===== config.mk =====
export PLATFORM = sky130hd
export DESIGN_NAME = insertion_sorter
export DESIGN_NICKNAME = d
export VERILOG_FILES = /design/src/rtl/isort_pkg.sv /design/src/rtl/isort_cell.sv /design/src/rtl/isort_ctrl.sv /design/src/rtl/insertion_sorter.sv
export SDC_FILE = /design/constraint.sdc
export NUM_CORES = 2
export LEC_CHECK = 0
export BUFFER_PORTS_ARGS = -buffer_cell sky130_fd_sc_hd__buf_2
export CELL_PAD_IN_SITES_DETAIL_PLACEMENT = 0
export CELL_PAD_IN_SITES_GLOBAL_PLACEMENT = 2
export CORE_ASPECT_RATIO = 0.5
export CORE_MARGIN = 4
export CORE_UTILIZATION = 35
export DETAILED_ROUTE_END_ITERATION = 16
export GPL_TIMING_DRIVEN = 0
export PLACE_DENSITY_LB_ADDON = 0.1
export SYNTH_ARGS = -nofsm -noshare
export SYNTH_HDL_FRONTEND = slang
export SYNTH_SLANG_ARGS = --single-unit

===== constraint.sdc =====
create_clock -name clk_i -period 12.7 [get_ports clk_i]
set_clock_uncertainty 0.2 [all_clocks]
set_input_delay 0.635 -clock clk_i [delete_from_list [all_inputs] [get_ports clk_i]]
set_output_delay 0.635 -clock clk_i [all_outputs]
set_load 0.1 [all_outputs]

===== src/rtl/isort_pkg.sv =====
// shared types and constants for the insertion sorter
`timescale 1ns / 1ps
`default_nettype none
package isort_pkg;

  localparam int unsigned DATA_W       = 32;
  localparam int unsigned CAPACITY_DEF = 16;

  typedef logic signed [DATA_W-1:0] data_t;

  // what a cell hands to the cell above it
  typedef struct packed {
    data_t data;
    logic  gt;
  } isort_link_t;

  // per-cycle command broadcast to every cell
  typedef struct packed {
    logic ins;
    logic shift;
  } isort_cmd_t;

  // result flags from the controller
  typedef struct packed {
    logic strobe;
    logic final_res;
    logic dropped;
  } isort_res_t;

  typedef enum logic {
    ST_LOAD,
    ST_EMIT
  } isort_state_e;

endpackage
`default_nettype wire


===== src/rtl/isort_cell.sv =====
// one cell of the insertion chain: one stored value and its compare
`timescale 1ns / 1ps
`default_nettype none
module isort_cell #(
  parameter int unsigned Idx  = 0,
  parameter int unsigned CntW = 5
) (
  input  wire logic                clk_i,
  input  wire isort_pkg::isort_cmd_t  cmd_i,
  input  wire isort_pkg::data_t       value_i,
  input  wire logic [CntW-1:0]        fill_i,
  input  wire isort_pkg::isort_link_t prev_i,
  input  wire isort_pkg::data_t       next_data_i,
  output isort_pkg::isort_link_t      link_o
);
  import isort_pkg::*;

  data_t data_q, data_d;
  logic  gt;

  // an empty cell counts as holding +infinity
  assign gt = (fill_i <= CntW'(Idx)) || (data_q > value_i);

  always_comb begin
    data_d = data_q;
    if (cmd_i.shift) begin
      data_d = next_data_i;
    end else if (cmd_i.ins && gt) begin
      data_d = prev_i.gt ? prev_i.data : value_i;
    end
  end

  always_ff @(posedge clk_i) begin
    data_q <= data_d;
  end

  assign link_o.data = data_q;
  assign link_o.gt   = gt;

endmodule
`default_nettype wire


===== src/rtl/isort_ctrl.sv =====
// load/unload sequencer, fill count and overflow tracking
`timescale 1ns / 1ps
`default_nettype none
module isort_ctrl #(
  parameter int unsigned Capacity = isort_pkg::CAPACITY_DEF,
  parameter int unsigned CntW     = 5
) (
  input  wire logic               clk_i,
  input  wire logic               rst_ni,
  input  wire logic               start,
  input  wire logic               last_i,
  output logic                    busy,
  output isort_pkg::isort_cmd_t   cmd_o,
  output logic [CntW-1:0]         fill_o,
  output isort_pkg::isort_res_t   res_o
);
  import isort_pkg::*;

  isort_state_e state_q, state_d;
  logic [CntW-1:0] fill_q, fill_d;
  logic ovf_q, ovf_d;
  logic drop_q, drop_d;
  isort_res_t res_q, res_d;
  logic accept, full;

  assign full   = (fill_q == CntW'(Capacity));
  assign accept = start && (state_q == ST_LOAD);

  always_comb begin
    state_d = state_q;
    unique case (state_q)
      ST_LOAD: if (accept && last_i) state_d = ST_EMIT;
      ST_EMIT: if (fill_q == CntW'(1)) state_d = ST_LOAD;
      default: state_d = ST_LOAD;
    endcase
  end

  always_comb begin
    busy      = 1'b0;
    cmd_o.ins   = 1'b0;
    cmd_o.shift = 1'b0;
    unique case (state_q)
      ST_LOAD: cmd_o.ins = accept && !full;
      ST_EMIT: begin
        busy        = 1'b1;
        cmd_o.shift = 1'b1;
      end
      default: busy = 1'b0;
    endcase
  end

  always_comb begin
    fill_d = fill_q;
    ovf_d  = ovf_q;
    drop_d = drop_q;
    if (cmd_o.shift) begin
      fill_d = fill_q - CntW'(1);
    end else if (accept) begin
      if (!full) fill_d = fill_q + CntW'(1);
      if (last_i) begin
        drop_d = ovf_q || full;
        ovf_d  = 1'b0;
      end else begin
        ovf_d = ovf_q || full;
      end
    end
    res_d.strobe    = cmd_o.shift;
    res_d.final_res = cmd_o.shift && (fill_q == CntW'(1));
    res_d.dropped   = drop_q;
  end

  always_ff @(posedge clk_i or negedge rst_ni) begin
    if (!rst_ni) begin
      state_q <= ST_LOAD;
      fill_q  <= '0;
      ovf_q   <= 1'b0;
      drop_q  <= 1'b0;
      res_q   <= '0;
    end else begin
      state_q <= state_d;
      fill_q  <= fill_d;
      ovf_q   <= ovf_d;
      drop_q  <= drop_d;
      res_q   <= res_d;
    end
  end

  assign fill_o = fill_q;
  assign res_o  = res_q;

endmodule
`default_nettype wire


===== src/rtl/insertion_sorter.sv =====
// top level of the stable insertion sorter
`timescale 1ns / 1ps
`default_nettype none
// Stable insertion sorter for signed 32-bit values. Items arrive on value_i
// with last_i marking the final element of a set; an item is taken on a
// clock edge where start is high and busy is low. While a set is loading,
// one item is taken every cycle: each value is broadcast to a chain of
// CAPACITY cells, every cell compares it with its own entry in the same
// cycle and cells holding a strictly greater value move up one place, so
// equal values keep their arrival order. Items beyond CAPACITY are
// discarded. The item flagged last closes the set: from the next cycle busy
// is high and the chain shifts down one cell per cycle, so a set of n held
// values comes out as n results on consecutive cycles, smallest first,
// each shown for one cycle with strobe_o high. The receiver cannot stall
// these results. final_res_o marks the last one of the set and dropped_o is
// high on every result of a set that lost items to overflow. busy falls in
// the cycle the last result appears, so the next set may begin loading
// right away.
module insertion_sorter #(
  parameter int unsigned CAPACITY = isort_pkg::CAPACITY_DEF
) (
  input  wire logic             clk_i,
  input  wire logic             rst_ni,
  input  wire logic             start,
  output logic                  busy,
  input  wire isort_pkg::data_t value_i,
  input  wire logic             last_i,
  output logic                  strobe_o,
  output isort_pkg::data_t      sorted_value_o,
  output logic                  final_res_o,
  output logic                  dropped_o
);
  import isort_pkg::*;

  // fill count must reach CAPACITY itself
  localparam int unsigned CntW = $clog2(CAPACITY + 1);

  isort_cmd_t      cmd;
  isort_res_t      res;
  logic [CntW-1:0] fill;
  isort_link_t     links [CAPACITY];
  data_t           out_q;

  isort_ctrl #(
    .Capacity(CAPACITY),
    .CntW    (CntW)
  ) u_ctrl (
    .clk_i (clk_i),
    .rst_ni(rst_ni),
    .start (start),
    .last_i(last_i),
    .busy  (busy),
    .cmd_o (cmd),
    .fill_o(fill),
    .res_o (res)
  );

  // the chain: cell 0 holds the smallest value
  for (genvar i = 0; i < CAPACITY; i++) begin : g_cell
    isort_link_t prev;
    data_t       next_data;

    if (i == 0) begin : g_bottom
      // nothing below cell 0 is ever greater than the new value
      assign prev.data = '0;
      assign prev.gt   = 1'b0;
    end else begin : g_mid
      assign prev = links[i-1];
    end

    if (i == CAPACITY - 1) begin : g_top
      assign next_data = '0;
    end else begin : g_below_top
      assign next_data = links[i+1].data;
    end

    isort_cell #(
      .Idx (i),
      .CntW(CntW)
    ) u_cell (
      .clk_i      (clk_i),
      .cmd_i      (cmd),
      .value_i    (value_i),
      .fill_i     (fill),
      .prev_i     (prev),
      .next_data_i(next_data),
      .link_o     (links[i])
    );
  end

  // result data is captured from the bottom cell as the chain shifts
  always_ff @(posedge clk_i) begin
    if (cmd.shift) begin
      out_q <= links[0].data;
    end
  end

  assign strobe_o       = res.strobe;
  assign final_res_o    = res.final_res;
  assign dropped_o      = res.dropped;
  assign sorted_value_o = out_q;

endmodule
`default_nettype wire


==> flow_summary_export.csv <==
group,metric,value,unit
setup_path,crit_chain,"buf_2, inv_1, ha_1, nand4_1, nor4_1, a31oi_1, o21ai_0, o211a_1, buf_2, buf_1, o21bai_4, buf_16",
setup_path,crit_top_cell,"buf_2",
floorplan,die_w,478.8,um
cells_and_area,syn2layout_area_growth,12.11,%
clock_network,path_clk_slew,0.06,ns
clock_network,cts_tree,"built",
grt,use_met3,0.07297,
cells_and_area,layout_common_cells,"ha_1, edfxtp_1, a221o_1",
grt,met2_usage,0.3651,
drt,drtAntennaViolNets,0,
timing,holdWs,0.1803,ns
timing,setup_tns,0,ns
clock_network,cts_inserted_buffers,61,
logic_synthesis,synth_area_leader_cell,"edfxtp_1",
grt,grt_pass1_wl,229600,um
drt,firstDrtPassIters,5,
setup_path,cp_top_family,"buffers and inverters",
grt,use_met1,0.4299,
floorplan,die_area,0.1166,mm2
cells_and_area,nNetsFinal,4055,
power_and_ir_drop,peakVddDrop,123.7,uV
grt,grt_pass1_vias,29730,
status,violations,"capacitance limit, slew limit",
logic_synthesis,postSynthNetCount,3906,
timing,period_minus_slack,5.627,ns
clock_network,clockBufferDepth,3,
logic_synthesis,synth-seq-cells,555,
timing,post-route-period-util,0.4431,
logic_synthesis,ys_seq_area_frac,0.4199,
floorplan,die_y,243.4,um
setup_path,crit_arrival,5.85,ns
cells_and_area,area.sequential,0.01629,mm2
placement,dp_hpwl,132600,um
setup_path,required,12.92,ns
drt,vias,30890,
setup_path,critical_path_class,"input pin to register",
power_and_ir_drop,p_leak,17.01,nW
placement,post_dp_cell_area,0.04151,mm2
placement,gp_congestion,0.9027,
clock_network,cts_repair_resize_count,0,
cells_and_area,n_fill_cell,10560,
setup_path,max_stage_delay,1.36,ns
setup_path,crit_slowest_cell,"nor4_1",
timing,tightest_slew,1.692,ns
floorplan,initial_utilization,0.3524,
logic_synthesis,synthTopCellsByArea,"edfxtp_1, ha_1, a221o_1, nor3b_1, mux2_2",
grt,grt_antenna_before_repair,1,
power_and_ir_drop,p_total,14.25,mW
logic_synthesis,synth-main-ff-cell,"edfxtp_1",
setup_path,cp-start-kind,"input pin",
timing,hold_viol,0,
job,drv_cap,3,
logic_synthesis,synth_cells,3353,
drt,vias_per_cell,6.119,
clock_network,htreeDepth,2,
logic_synthesis,ys_types,68,
logic_synthesis,synth_edf_count,512,
floorplan,core,0.1101,mm2
cells_and_area,multiInputGateArea,0.02133,mm2
drt,drc,0,
timing,rsz0062_at_grt,"no",
floorplan,io-pin-count,72,
setup_path,crit_buf_inv,5,
setup_path,endpoint_kind,"register",
clock_network,clk_latency,0.69,ns
cells_and_area,layout-drive-gt1-share,0.1102,
clock_network,clock_tree.root_cell,"clkbuf_16",
setup_path,worstPathMaxFanout,17,
worst_hold_path,min_path_type,"input pin to register",
drt,dr.first_iter.drc_count,3416,
logic_synthesis,ys_async_sr_fraction,0.01982,
timing,setup_violations,0,
logic_synthesis,yosys_warnings,0,
grt,grt.busiest_layer,"met1",
power_and_ir_drop,p_per_area,327.7,mW/mm2
grt,grt_overflow,0,
grt,grt_max_degree,33,
floorplan,rows,86,
drt,post_drt_wl_per_cell,32.39,um
timing,fmax,177.7,MHz
timing,relSlewSlack,-0.1384,
cells_and_area,final_area,0.04349,mm2
cells_and_area,layout.cells.most_common,"ha_1",
logic_synthesis,syn_area_per_cell,11.57,um2
placement,io_buffers,71,
timing,maxSlewViolCount,8,
drt,totalWireLength,163500,um
status,status,"complete, but fails checks",
grt,grtUsageTotal,0.2720,
logic_synthesis,synth.top_cell.area_share,0.3963,
logic_synthesis,syn_area,0.03879,mm2
clock_network,cts.sinks,555,
-- cell families after synthesis --
group	Yosys count	synth area share
AOI/OAI and AO/OA	886	0.1765
xor gates and xnor gates	4	0.0009033
adders and majority gates	517	0.1668
buffers and inverters	313	0.03396
DFF	555	0.4199
muxes	257	0.07231
and+or+nand+nor	821	0.1296
-- final cells by class --
cell class,instances,area share
Clock inverter,19,0.005639
Clock buffer,91,0.03884
Timing Repair Buffer,86,0.01686
Antenna cell,4,0.0002302
Buffer,235,0.02356
Multi-Input combinational cell,2485,0.4905
Sequential cell,555,0.3746
Inverter,78,0.006732
Tap cell,1496,0.04304
-- power breakdown --
part           switching [mW]  internal [mW]  total [mW]
clock                   0.842           1.03        1.88
sequential              0.968           3.53        4.50
combinational            5.05           2.83        7.88
total                    6.86           7.39        14.2
-- what timing repair did --
| item | 4_1_cts | 5_1_grt |
|---|---|---|
| endpoints found under the hold margin | 12 | 0 |
| hold buffers | 2 | 0 |
| buffers inserted | 0 | 0 |
-- cell usage after synthesis (8+ instances only) --
cell,number
ha_1,517
buf_2,57
a31oi_1,12
a21boi_0,20
a211oi_1,8
nand3_1,65
dfxtp_1,32
nor2_1,83
nor4_1,15
and4_1,8
edfxtp_1,512
a221o_1,353
mux2i_1,71
a21o_1,62
inv_1,76
clkbuf_1,151
nand2_1,93
mux2_2,130
buf_1,16
nor2b_1,19
nor3_1,18
a2111o_1,10
o211ai_1,17
o21bai_1,11
dfrtp_1,11
o31ai_1,8
o21ai_1,12
a221oi_1,9
a21oi_1,266
nand4_1,116
o31a_1,8
mux2_1,56
nand2b_1,71
o21ai_0,40
buf_6,8
nor3b_1,310
o21a_1,17
-- flip-flops by register name (all words and copies together), names as in the netlist --
signal                flops
g_cell.u_cell.data_q    512
u_ctrl.state_q            1
u_ctrl.ovf_q              1
u_ctrl.drop_q             1
sorted_value_o           32
u_ctrl.res_o              3
u_ctrl.fill_o             5
-- worst register-to-register path, cell delays in order (launching register included) --
cell and delay (ns):
edfxtp_1 0.48, ha_1 0.44, nand4_1 0.30, nor4_1 1.36, a31oi_1 0.30, o21ai_0 0.23, o211a_1 0.23, buf_2 0.29
buf_1 0.59, o21bai_4 0.37, buf_16 0.30
-- per-stage QoR --
stage            util  cells  setup WS, ns
4_1_cts        0.3948   5045         7.422
2_1_floorplan       -   3353         7.756
3_3_place_gp   0.3726   4920         4.549
3_5_place_dp   0.3771   4933         6.682
6_report       0.3951   5049         7.073
5_1_grt        0.3950   5045         7.094
-- routing by layer --
layer | share of wire | vias to the layer above | wire length [um]
met4 | 0.017 | 2 | 2755
met3 | 0.083 | 153 | 13630
li1 | - | 13940 | -
met5 | 0.00064 | - | 104
met1 | 0.51 | 15760 | 84200
met2 | 0.38 | 1047 | 62840
-- final timing paths --
kind                                                         from                                   endpoint  slack, ns  cells past startpoint
min                                                   value_i[30]  g_cell[15].u_cell.data_q[30]$_SDFFE_PP0P_       0.18                      3
min reg2reg                             u_ctrl.drop_q$_DFFE_PN0P_                  u_ctrl.res_o[0]$_DFF_PN0_       0.18                      0
max                                                   value_i[31]      g_cell[13].u_cell.data_q[9]$_DFFE_PP_       7.07                     12
min in group asynchronous                                  rst_ni               u_ctrl.fill_o[4]$_DFFE_PN0P_       0.19                      2
max reg2reg                g_cell[13].u_cell.data_q[31]$_DFFE_PP_      g_cell[13].u_cell.data_q[9]$_DFFE_PP_       7.34                     10
max in group asynchronous                                  rst_ni                   u_ctrl.state_q$_DFF_PN0_      11.83                      2
Power figures use the tool's default switching activity.
